$ cat config.mk
export PLATFORM = sky130hd
export DESIGN_NAME = vsrt_cell
export DESIGN_NICKNAME = d
export VERILOG_FILES = /design/src/hw/rtl/vertex_scale_rotate_translate_assert.svh /design/src/hw/rtl/vsrt_pkg.sv /design/src/hw/rtl/vsrt_cell.sv
export SDC_FILE = /design/constraint.sdc
export NUM_CORES = 1
export LEC_CHECK = 0
export BUFFER_PORTS_ARGS = -buffer_cell sky130_fd_sc_hd__buf_2
export CORE_AREA = 2 2 131 133
export DETAILED_ROUTE_END_ITERATION = 12
export DIE_AREA = 0 0 133 135
export PLACE_DENSITY = 0.74
export SKIP_CTS_REPAIR_TIMING = 1
export SLEW_MARGIN = 10
export SYNTH_ARGS = -nofsm -noshare
export SYNTH_HDL_FRONTEND = slang
export SYNTH_SLANG_ARGS = --single-unit
$ cat constraint.sdc
create_clock -name clk -period 3.39 [get_ports clk]
set_clock_uncertainty 0.15 [all_clocks]
set_input_delay 0 -clock clk [delete_from_list [all_inputs] [get_ports clk]]
set_output_delay 0 -clock clk [all_outputs]
set_load 0.01 [all_outputs]
$ cat src/hw/rtl/vertex_scale_rotate_translate_assert.svh
// Assertion macros for the vertex transform block
`ifndef VERTEX_SCALE_ROTATE_TRANSLATE_ASSERT_SVH
`define VERTEX_SCALE_ROTATE_TRANSLATE_ASSERT_SVH
// consequent holds in the same cycle
`define VSRT_ASSERT_NOW(lbl, clk_s, rst_s, ante, cons) \
  lbl: assert property (@(posedge clk_s) disable iff (!rst_s) (ante) |-> (cons)) \
    else $error("vsrt assertion failed");
// consequent holds in the next cycle
`define VSRT_ASSERT_NEXT(lbl, clk_s, rst_s, ante, cons) \
  lbl: assert property (@(posedge clk_s) disable iff (!rst_s) (ante) |=> (cons)) \
    else $error("vsrt assertion failed");
`endif

$ cat src/hw/rtl/vsrt_pkg.sv
// Package: constants, types and helpers for the vertex transform block
`default_nettype none
package vsrt_pkg;
  localparam int CordicSteps = 16;
  localparam int AngW        = 16;
  localparam int ZW          = 20;
  localparam int CsW         = 19;
  localparam int CoordW      = 21;
  localparam int ScW         = 33;
  localparam int ProdW       = 52;
  localparam logic signed [AngW-1:0] AngPi     = 16'sd25736;
  localparam logic signed [AngW-1:0] AngHalfPi = 16'sd12868;
  localparam logic signed [CsW-1:0]  GainInv   = 19'sd39797;
  localparam logic signed [CoordW-1:0] OutMax = 21'sd1048575;
  localparam logic signed [CoordW-1:0] OutMin = -21'sd1048576;

  typedef struct packed {
    logic signed [CsW-1:0] x;
    logic signed [CsW-1:0] y;
    logic signed [ZW-1:0]  z;
    logic                  neg;
    logic signed [ScW-1:0] sx;
    logic signed [ScW-1:0] sy;
    logic signed [CoordW-1:0] ox;
    logic signed [CoordW-1:0] oy;
  } cell_t;

  function automatic logic signed [ZW-1:0] atan_f(input logic [3:0] i);
    logic signed [ZW-1:0] r;
    begin
      case (i)
        4'd0: r = 20'sd51472;  4'd1: r = 20'sd30385;  4'd2: r = 20'sd16055;
        4'd3: r = 20'sd8150;   4'd4: r = 20'sd4091;   4'd5: r = 20'sd2047;
        4'd6: r = 20'sd1024;   4'd7: r = 20'sd512;    4'd8: r = 20'sd256;
        4'd9: r = 20'sd128;    4'd10: r = 20'sd64;    4'd11: r = 20'sd32;
        4'd12: r = 20'sd16;    4'd13: r = 20'sd8;     4'd14: r = 20'sd4;
        default: r = 20'sd2;
      endcase
      return r;
    end
  endfunction
endpackage
`default_nettype wire

$ cat src/hw/rtl/vsrt_cell.sv
// One CORDIC rotation cell; carries the item's payload to the next cell
`default_nettype none
module vsrt_cell
  import vsrt_pkg::*;
#(
  parameter int unsigned Idx = 0
) (
  input  wire        clk,
  input  wire        rst_n,
  input  wire        in_vld,
  input  wire cell_t in_d,
  output logic       out_vld,
  output cell_t      out_d
);
  localparam logic [3:0] IdxC = 4'(Idx);
  logic  vld_r;
  cell_t d_r, d_nxt;
  logic signed [CsW-1:0] dx, dy;

  always_comb begin
    dx = in_d.y >>> Idx;
    dy = in_d.x >>> Idx;
    d_nxt = in_d;
    if (!in_d.z[ZW-1]) begin
      d_nxt.x = in_d.x - dx;
      d_nxt.y = in_d.y + dy;
      d_nxt.z = in_d.z - atan_f(IdxC);
    end else begin
      d_nxt.x = in_d.x + dx;
      d_nxt.y = in_d.y - dy;
      d_nxt.z = in_d.z + atan_f(IdxC);
    end
  end

  always_ff @(posedge clk) begin
    if (!rst_n) vld_r <= 1'b0;
    else vld_r <= in_vld;
    d_r <= d_nxt;
  end

  assign out_vld = vld_r;
  assign out_d   = d_r;
endmodule
`default_nettype wire

# After elaboration in Yosys (flattened, before gate mapping)
# Index checks and enable logic that the tools add are counted.
totals:
  n_memories: 0
  latchBits: 0
  register_bits: 168
  ramBits: 0
  elab_cells: 15
  in_bits: 170
  out_inout_bits: 168
  romBits: 0
op_classes:
  n_mux: 1
  shift: 0
  addsub: 5
  div: 0
  multipliers: 0
  order_cmp: 0
  n_eq_ne: 0
  n_reduce_logical: 0
  bitwise_logic: 0
op_table:
  columns: ["operator", "count"]
  rows:
  - ["$mux 58", 1]
  - ["$sub 19x19->19", 2]
  - ["$add 20x17->20 const B", 1]
  - ["$sub 20x17->20 const B", 1]
  - ["$add 19x19->19", 1]

# Depth between registers and ports, before layout
# Gate-level depths: netlist of the first run.
logic_depth:
  depth_word: 2
  mapped_depth: 11
  ltp_nobuf: 10

# Least setup slack after synthesis of the first run
# OpenSTA, ideal clock, no wires.
synth_path:
  kind: "input to register"
  startpoint: "input in_d[128] in the netlist's numbering"
  endpoint: "register d_r, in the netlist out_d[127]"
  n_path_buf: 2
  t_arrival_ns: 2.575
  required_time_ns: 3.168
  setup_time_ns: 0.072
  cell_stages: 11
  setup_slack_ns: 0.593
  cell_sequence: "inv_1 -> clkbuf_1 -> buf_1 -> ha_1 -> a21o_1 -> a21oi_1 -> nor2b_1 -> o41ai_2 -> o21bai_1 -> a221oi_2 -> xnor2_1"
synth_lines:
  columns: ["element", "line", "text"]
  rows:
  - ["start: declaration", "vsrt_cell.sv:11", "input wire cell_t in_d,"]
  - ["end signal: assignment", "vsrt_cell.sv:38", "d_r <= d_nxt;"]
  - ["end: declaration", "vsrt_cell.sv:17", "cell_t d_r, d_nxt;"]

==> results of run 1 <==
-- logic make-up after synthesis --
kind of cell,count (synthesis)
adder cells (fa/ha/maj),72
buffers and inverters,82
AO/OA/AOI/OAI,187
multiplexers,5
AND/OR/NAND/NOR,132
XOR/XNOR,47
flip-flops,167
-- sequential cells by signal, indices dropped and copies added, names as in the netlist --
signal and flops:
out_vld 1, out_d 166
-- stage by stage --
step | hold WS (ns) | setup WS [ns] | instances | utilization (%)
6_report | 0.0153 | 0.305 | 1404 | 66.5
5_1_grt | 0.0523 | 0.168 | 1404 | 66.5
4_1_cts | -0.492 | 1.25 | 1259 | 57.7
3_5_place_dp | -0.0464 | 0.812 | 1227 | 54.0
3_3_place_gp | -0.0476 | 0.824 | 1227 | 54.0
2_1_floorplan | -0.122 | 0.593 | 692 | -
-- metal layers --
layer / vias up / GRT usage, % / wire length (um)
met2: 404 / 41.6 / 13100
met4: 0 / 8.84 / 1190
li1: 3347 / - / -
met5: - / 0 / 0
met1: 3321 / 33.7 / 11100
met3: 85 / 6.53 / 2220
-- cells in the mapped netlist (3+ instances only) --
master,n,share of area (%)
dfxtp_1,167,48
ha_1,68,12
a21oi_1,55,3.9
inv_1,55,3.0
nor2_1,40,2.1
xnor2_1,38,4.8
o21ai_0,33,2.4
nand2_1,29,1.6
nor3_1,16,1.1
a21o_1,15,1.6
a31oi_1,12,1.1
nand3_1,11,0.79
o21bai_1,11,1.2
clkbuf_1,10,0.54
nor2b_1,10,0.89
xor2_1,9,1.1
nand2b_1,7,0.63
a211oi_1,6,0.64
buf_2,6,0.43
mux2i_1,5,0.72
o211ai_1,5,0.54
o21a_1,5,0.54
o21ai_1,5,0.36
o31ai_1,5,0.54
a2111oi_0,4,0.50
buf_1,4,0.21
fa_1,4,1.1
nor4_1,4,0.36
buf_4,3,0.32
o41ai_1,3,0.38
-- cell usage in the layout (no fill, tap or decap), types with 3 or more instances in the layout --
cell type | synthesis | routed
a21o_1 | 15 | 15
fa_1 | 4 | 4
a21oi_1 | 55 | 55
nand2b_1 | 7 | 7
inv_6 | 0 | 4
mux2i_1 | 5 | 5
dlygate4sd3_1 | 0 | 144
inv_8 | 0 | 5
o21bai_1 | 11 | 11
clkbuf_16 | 0 | 17
o21ai_1 | 5 | 5
nand2_1 | 29 | 29
xor2_1 | 9 | 9
a2111oi_0 | 4 | 4
nor2_1 | 40 | 40
buf_2 | 6 | 337
o31ai_1 | 5 | 5
nor2b_1 | 10 | 10
nor4_1 | 4 | 4
inv_1 | 55 | 55
a31oi_1 | 12 | 12
ha_1 | 68 | 68
xnor2_1 | 38 | 38
dfxtp_1 | 167 | 167
o21a_1 | 5 | 5
nor3_1 | 16 | 16
o41ai_1 | 3 | 3
o21ai_0 | 33 | 33
a211oi_1 | 6 | 6
o211ai_1 | 5 | 5
nand3_1 | 11 | 11
-- worst max-delay path by stage --
stage,startpoint,cells after the start,to,slack (ns)
final,in_d[113],11,out_d[125]$_DFF_P_,0.30
after global routing,in_d[113],11,out_d[125]$_DFF_P_,0.17
after global placement,in_d[129],10,out_d[145]$_DFF_P_,0.82
after detailed placement,in_d[129],10,out_d[145]$_DFF_P_,0.81
after floorplan,in_d[128],11,out_d[127]$_DFF_P_,0.59
after CTS,in_d[129],10,out_d[145]$_DFF_P_,1.25
-- power by group through the flow --
stage / registers, uW / clock network [uW] / logic, uW
2_1_floorplan: 2390 / 0 / 550
3_3_place_gp: 2280 / 0 / 1160
3_5_place_dp: 2290 / 0 / 1170
4_1_cts: 2240 / 2000 / 1170
5_1_grt: 2260 / 2090 / 1450
6_report: 2250 / 1980 / 1350
-- cell type report --
cell class              count  area (um2)  area share (%)
repair buffers            483        3140            28.8
clock inverters            14         171            1.57
diodes                      1        2.50          0.0229
flip-flops and latches    167        3340            30.6
well taps                 220         275            2.52
inverters                  58         218            2.00
clock buffers              18         439            4.03
multi-input cells         443        3320            30.4
==> summary.txt, run 1 <==
Status
  • Status: finished, final reports clean

Worst setup path
  • Cells along the critical path: dlygate4sd3_1 -> buf_2 -> fa_1 -> a21o_1 -> a21oi_1 -> nor2b_1 -> o41ai_2 -> o21ai_0 -> a21oi_1 -> xnor2_1 -> dlygate4sd3_1
  • Critical Path Start Type: input port
  • Max stage delay on crit path: 0.57 ns
  • CP arrival: 3.30 ns
  • Data required, critical path: ~3.6 ns
  • Buffers & Inverters on Critical Path: 3
  • Crit path kind: in2reg
  • CP delay by family, top: compound AO/OA/AOI/OAI gates
  • Max Fanout on Critical Path: 4
  • Worst path slowest cell: dlygate4sd3_1
  • CP endpoint kind: flip-flop

Hold path
  • Hold EP: out_d[149]$_DFF_P_
  • Hold Crit Depth: 4
  • Hold Crit Class: in2reg
  • Hold Startpoint: in_d[129]

Pwr
  • Sw frac: 30.6%
  • Share of total power in the clock network: a little over a third
  • Pint: roughly 3900 uW
  • VDD IR-drop max: roughly 330 uV
  • Total power: between 5000 and 6000 uW
  • Logic gate share of total power: 24.2%
  • Net Sw Power: between 1500 and 2000 uW
  • Power Dens Cells: roughly 510 nW/um2
  • Share of power burned in registers: approximately two fifths
  • P_leak: about 0.0053 uW

Logic synthesis
  • Sequential element share of the synthesized area: roughly 48%
  • Cell area after synthesis: roughly 7000 um2
  • Yosys cell types: 64
  • Synth Area per Inst: 10.1 um2
  • Main combinational cell family by area after synthesis: compound AO/OA/AOI/OAI gates
  • Number of flops mapped to enable cells by yosys: 0
  • Adder-cell share of the synthesized area: a little over an eighth
  • Complex-gate fraction of the synthesized area: between 15 and 20%
  • Syn_nets: slightly above 900
  • Number of synthesis warnings: 0
  • Mux share of post-synthesis cell area: less than 1%
  • Post-Synth Simple-Gate Area: under 10%
  • Top_reg_cell synth: dfxtp_1
  • Cells after Synth: ~690
  • Register bit count reported by yosys: about 170
  • Post-synth ARST share: 0%
  • XOR/XNOR share of the synthesized area: between 5 and 6%

Place
  • Placed inst area: slightly below 9000 um2
  • Port Buffers: between 300 and 400
  • Dpl hpwl: approximately 19 mm
  • Gpl congestion: ~0.94

CTS
  • H-tree levels: 4
  • CTS tree: done
  • CTS max path bufs: 2
  • CTS sink count: approximately 170
  • CTS clk-pin slew, worst paths: 0.07 ns
  • CTS Root Cell: clkbuf_16
  • CTS Buf Count: 17

Global routing
  • Initial antenna violation count: 1
  • Largest net degree at the start of global routing: between 50 and 60
  • Gr usage total: about a quarter
  • First-pass GRT wire length: 35.0 mm
  • Total congestion overflow: 0
  • Vias in the first global route: around 6k

Floorplanning
  • Die Width: between 100 and 150 um
  • Core Region: between 15000 and 20000 um2
  • Die ar.: around 18000 um2
  • Initial cell density of the core: between 40% and 50%
  • Num rows: between 40 and 50
  • Vert. Die Dim: 135 um
  • I/O Pins: roughly 340

STA
  • Slew Limit Fails: 0
  • Final period util: 91.0%
  • Worst Tran Pin Value: 0.670 ns
  • Fmax: about 320 MHz
  • Final number of hold-violating endpoints: 0
  • Min cycle time layout: 3.09 ns
  • RSZ-0062 raised after global routing: no
  • Final setup viols: 0
  • Slew HR: 54.2%
  • Setup TNS: 0 ns

Routing
  • DRT iter0 DRCs: 557
  • Final wirelength: 27.6 mm
  • Via Count: around 7.2k
  • Residual DRC count: 0
  • Number of iterations in the first detailed-routing pass: 5
  • WL/cell: 19.7 um
  • Vias/cell: between 5 and 6
  • Antenna Violating Nets Remaining: 0

Finish
  • Area grow syn2layout: 56.0%
  • Post-route design area: 10900 um2
  • Fill cells: around 1.2k
  • Layout cell share with drive strength beyond 1: between 30 and 40%
  • Total Nets Final: between 1k and 1.5k

Run
  • Maxcap violations: 0
(Power assumes the default switching activity.)
==> run 2: changes to the inputs <==
Settings changed: CORE_AREA 2 2 131 133 to default, CORE_MARGIN from default to 5, CORE_UTILIZATION from default to 46, DIE_AREA 0 0 133 135 to default, PLACE_DENSITY 0.74 to 0.8.
==> run 2 against run 1 <==
Net effect: power increased by 1.1%; final area fell by 0.17%; sequential share of layout area increased by 0.053 points; utilization up 6.0 points; flip-flop and latch count is the same; largest power group unchanged; maximum frequency fell by 0.28%; critical endpoint unchanged; clock power about the same; non-clock buffer count is 2 higher; hold slack improved by 0.038 ns; count of clock-buffer cells in the layout unchanged; die area decreased by 1.0%.
==> summary.txt, run 2 (synthesis gave the netlist of run 1 again) <==
Status
  • Status: finished, final reports clean

Global routing
  • Largest net degree at the start of global routing: 54 (unchanged)
  • Initial antenna violation count: 1 (unchanged)
  • First-pass GRT wire length: 36.9 mm (+5.4%)
  • Vias in the first global route: 6340 (+5.3%)
  • Gr usage total: 26.9% (+1.2 points)
  • Total congestion overflow: 0 (unchanged)

Place
  • Gpl congestion: 0.969 (+3.3%)
  • Placed cell count: 1196 (-2.5%)
  • Port Buffers: 337 (unchanged)
  • Dpl hpwl: 20.5 mm (+6.1%)

CTS
  • CTS max path bufs: 2 (unchanged)
  • CTS tree: done
  • H-tree levels: 4 (unchanged)
  • CTS sink count: 167 (unchanged)
  • CTS Buf Count: 17 (unchanged)
  • CTS Root Cell: clkbuf_16
  • CTS clk-pin slew, worst paths: 0.07 ns (about the same)

Worst setup path
  • CP delay by family, top: buffers and inverters
  • CP endpoint kind: flip-flop
  • Buffers & Inverters on Critical Path: 3 (unchanged)
  • Max stage delay on crit path: 0.58 ns (about the same)
  • Data required, critical path: 3.60 ns (about the same)
  • Worst path slowest cell: dlygate4sd3_1
  • Crit path kind: in2reg
  • CP arrival: 3.30 ns (about the same)
  • Cells along the critical path: dlygate4sd3_1 -> buf_2 -> fa_1 -> a21o_1 -> a21oi_1 -> nor2b_1 -> o41ai_2 -> o21ai_0 -> a21oi_1 -> xnor2_1 -> dlygate4sd3_1
  • Max Fanout on Critical Path: 4 (unchanged)
  • Critical Path Start Type: input port

Finish
  • Fill cells: 1064 (-14%)
  • Total Nets Final: 1414 (+0.14%)
  • Max FFs per register: 166 (unchanged)
  • Commonest cells after routing, fill and taps aside: buf_2 (337), dfxtp_1 (167), dlygate4sd3_1 (145)
  • Commonest non-fill, non-tap cell in the layout: buf_2
  • Layout cell share with drive strength beyond 1: 32.7% (about the same)
  • Non-Filler Instances: 1374 (-2.1%)
  • Area grow syn2layout: 55.7%

Routing
  • WL/cell: 21.8 um (+11%)
  • DRT iter0 DRCs: 623 (+12%)
  • Residual DRC count: 0 (unchanged)
  • Antenna Violating Nets Remaining: 0 (unchanged)
  • Final wirelength: 30.0 mm (+8.5%)
  • Vias/cell: 5.42 (+6.3%)
  • Via Count: 7448 (+4.1%)
  • Number of iterations in the first detailed-routing pass: 5 (unchanged)

Floorplanning
  • Die Width: 133 um (+0.23%)
  • Vert. Die Dim: 133 um (-1.3%)
  • Initial cell density of the core: 46.5% (+3.9 points)
  • Num rows: 45 (-4.3%)
  • I/O Pins: 338 (unchanged)
  • Die ar.: 17800 um2 (-1.0%)
  • Core Region: 15000 um2 (-8.4%)

STA
  • Fmax: 323 MHz (-0.28%)
  • Slew Limit Fails: 0 (unchanged)
  • Slew HR: 48.9% (-5.2 points)
  • Min cycle time layout: 3.09 ns (+0.00879 ns)
  • Final number of hold-violating endpoints: 0 (unchanged)
  • Final setup viols: 0 (unchanged)
  • Final period util: 91.3% (+0.26 points)
  • RSZ-0062 raised after global routing: no
  • Worst Tran Pin Value: 0.747 ns (+0.0766 ns)
  • Setup TNS: 0 ns (unchanged)

Pwr
  • VDD IR-drop max: 367 uV (+11%)
  • Power Dens Cells: 518 nW/um2 (+1.3%)
  • P_leak: 0.00534 uW (+0.16%)

Run
  • Maxcap violations: 0 (unchanged)

Hold path
  • Hold Crit Class: in2reg
-- run 2: stage by stage --
step,setup WS [ns],hold slack [ns],instance area [um2],util (%),power [uW]
global route,0.210,0.0605,10900,72.4,5840
floorplan,0.593,-0.122,6990,-,2940
CTS,1.28,-0.493,9440,62.8,5440
detailed placement,0.850,-0.0464,8820,58.7,3460
global placement,0.868,-0.0483,8820,58.7,3450
finish,0.296,0.0534,10900,72.4,5640
-- run 2: layout make-up --
cell class | instances | area, um2 | share of cell area [%]
multi-input combinational | 443 | 3320 | 30.5
sequential | 167 | 3340 | 30.7
clock buffer | 18 | 439 | 4.03
clock inverter | 14 | 175 | 1.61
inverter | 58 | 218 | 2.00
antenna | 1 | 2.50 | 0.0230
tap | 188 | 235 | 2.16
timing repair buffer | 485 | 3160 | 29.0
-- run 2: routing by layer --
| layer | vias up | share of wire [%] | GRT usage (%) |
|---|---|---|---|
| met5 | - | 0.043 | 0 |
| met4 | 2 | 5.1 | 11.0 |
| met3 | 102 | 7.5 | 7.29 |
| met2 | 429 | 49 | 44.5 |
| met1 | 3567 | 38 | 33.3 |
| li1 | 3348 | - | - |
-- run 2: report_power, final --
group | total [uW] | switching (uW) | internal, uW | leakage, uW
registers | 2250 | 71.9 | 2180 | 0.00141
logic | 1390 | 772 | 620 | 0.00363
clock network | 2000 | 917 | 1090 | 0.000300
total | 5640 | 1760 | 3880 | 0.00534
-- run 2: tightest hold or removal path: cells and delay by family --
| family | cells | cell delay, ns |
|---|---|---|
| buffers and inverters | 1 | 0.11 |
| XOR/XNOR | 1 | 0.13 |
| adder cells (fa/ha/maj) | 1 | 0.32 |
-- run 2: path summary, 6_finish.rpt --
check	to	startpoint	slack, ns	cells after the start
setup / recovery	out_d[125]$_DFF_P_	in_d[113]	0.30	11
hold / removal	out_d[131]$_DFF_P_	in_d[150]	0.05	3
==> run 3: changes to the inputs <==
Settings changed: CAP_MARGIN from default to 20, CORE_ASPECT_RATIO from default to 1.2.
==> run 3 against run 2 <==
Net effect: clock power about the same; worst setup slack improved by 0.093 ns; via count fell by 2.2%; sequential share of layout area is essentially flat; non-clock buffer count grew 2; largest cell class unchanged; highest routed layer is now met4.
==> summary.txt, run 3 (synthesis gave the netlist of run 1 again) <==
Pwr
  • Share of total power in the clock network: 35.2% (-0.3 points)
  • P_leak: 0.00534 uW (about the same)
  • Logic gate share of total power: 24.7% (about the same)
  • Power Dens Cells: 514 nW/um2 (-0.74%)
  • VDD IR-drop max: 284 uV (-23%)
  • Sw frac: 30.2% (-0.95 points)
  • Net Sw Power: 1700 uW (-3.6%)
  • Pint: 3910 uW (+0.78%)
  • Share of power burned in registers: 40.2% (+0.4 points)

Run
  • Maxcap violations: 0 (unchanged)

Floorplanning
  • I/O Pins: 338 (unchanged)
  • Vert. Die Dim: 145 um (+8.8%)
  • Initial cell density of the core: 46.8% (+0.23 points)
  • Num rows: 49 (+8.9%)
  • Die Width: 123 um (-8.1%)
  • Core Region: 15000 um2 (-0.49%)
  • Die ar.: 17800 um2 (about the same)

Global routing
  • Initial antenna violation count: 2 (+1)
  • Largest net degree at the start of global routing: 54 (unchanged)
  • Vias in the first global route: 6370 (+0.47%)
  • First-pass GRT wire length: 38.2 mm (+3.4%)
  • Total congestion overflow: 0 (unchanged)
  • Gr usage total: 28.6% (+1.7 points)

Hold path
  • Hold Crit Class: in2reg
  • Hold Crit Depth: 3 (unchanged)

Routing
  • Antenna Violating Nets Remaining: 0 (unchanged)
  • Residual DRC count: 0 (unchanged)
  • DRT iter0 DRCs: 550 (-12%)
  • Number of iterations in the first detailed-routing pass: 5 (unchanged)
  • Via Count: 7281 (-2.2%)
  • Vias/cell: 5.22 (-3.6%)
  • Final wirelength: 30.6 mm (+2.0%)
  • WL/cell: 21.9 um (+0.49%)

Status
  • Status: finished, final reports clean

Place
  • Setup WS pre-CTS: 0.794 ns (-0.0558 ns)
  • Placed cell count: 1215 (+1.6%)
  • Dpl hpwl: 21.0 mm (+2.6%)
  • Gpl congestion: 0.941 (-3.0%)
  • Port Buffers: 337 (unchanged)
  • Placed inst area: 8860 um2 (+0.48%)

STA
  • RSZ-0062 raised after global routing: no
  • Final number of hold-violating endpoints: 0 (unchanged)
  • Fmax: 333 MHz (+3.1%)
  • Final period util: 88.5% (-2.7 points)
  • Setup TNS: 0 ns (unchanged)
  • Worst Tran Pin Value: 0.636 ns (-0.111 ns)
  • Setup ws final: 0.389 ns (+0.0930 ns)
  • Slew HR: 56.5% (+7.6 points)
  • Min cycle time layout: 3.00 ns (-0.0930 ns)
  • Final setup viols: 0 (unchanged)
  • Slew Limit Fails: 0 (unchanged)

Finish
  • Post-route design area: 10900 um2 (+0.15%)
  • Commonest non-fill, non-tap cell in the layout: buf_2
  • Layout cell share with drive strength beyond 1: 32.8% (about the same)
  • Commonest cells after routing, fill and taps aside: buf_2 (337), dfxtp_1 (167), dlygate4sd3_1 (144)
  • Non-Filler Instances: 1394 (+1.5%)
  • Area grow syn2layout: 55.9%
  • Max FFs per register: 166 (unchanged)
  • Total Nets Final: 1416 (+0.14%)
  • Util after Layout: 72.9% (+0.47 points)

Worst setup path
  • Data required, critical path: 3.55 ns (-0.05 ns)
  • CP endpoint kind: flip-flop
  • Max Fanout on Critical Path: 4 (unchanged)
  • Crit path kind: in2reg
  • Critical Path Start Type: input port
  • CP arrival: 3.16 ns (-0.14 ns)

CTS
  • CTS Buf Count: 17 (unchanged)
  • CTS sink count: 167 (unchanged)
  • H-tree levels: 4 (unchanged)
  • CTS clk-pin slew, worst paths: 0.06 ns (about the same)
  • CTS max path bufs: 2 (unchanged)
  • CTS tree: done
  • CTS Root Cell: clkbuf_16
[run 3: changes by cell type in the layout (fill, tap and decap cells not counted), moves of 2 or more]
cell / previous run / this run
inv_8: 7 / 3
inv_6: 2 / 5
clkbuf_1: 0 / 2
clkinv_8: 2 / 0
diode_2: 1 / 3
buf_4: 3 / 6
[run 3: layout make-up]
| type | instances | area [um2] |
|---|---|---|
| clock inverter | 13 | 160 |
| fill | 1063 | 4050 |
| multi-input combinational | 443 | 3320 |
| tap | 204 | 255 |
| clock buffer | 19 | 433 |
| inverter | 58 | 218 |
| sequential | 167 | 3340 |
| antenna | 3 | 7.51 |
| timing repair buffer | 487 | 3170 |
[run 3: critical path, stage by stage]
cell           delay, ns
dlygate4sd3_1       0.55
buf_2               0.15
fa_1                0.46
a21o_1              0.21
a21oi_1             0.21
nor2b_1             0.10
o41ai_2             0.48
o21ai_0             0.17
a21oi_1             0.20
xnor2_1             0.07
dlygate4sd3_1       0.54
[run 3: metal layers]
metal  GRT usage, %  routed length [um]
met3           13.5                3320
met5              0                   0
met4           6.72                1280
met2           48.6               14600
met1           32.3               11400
[run 3: final timing paths]
| check | endpoint | from | slack, ns |
|---|---|---|---|
| max | out_d[125]$_DFF_P_ | in_d[113] | 0.39 |
| min | out_d[131]$_DFF_P_ | in_d[150] | 0.02 |
[run 3: per-stage QoR]
step,hold WS (ns),total power [uW]
after floorplan,-0.122,2940
after global placement,-0.0476,3460
after detailed placement,-0.0464,3470
after CTS,-0.495,5420
after global routing,0.0443,5840
final,0.0234,5610
[run 3: power groups by stage]
stage	Clock (uW)	Combinational [uW]	Sequential, uW
after floorplan	0	550	2390
after global placement	0	1180	2280
after detailed placement	0	1190	2280
after CTS	1980	1200	2240
after global routing	2090	1490	2270
final	1970	1380	2250
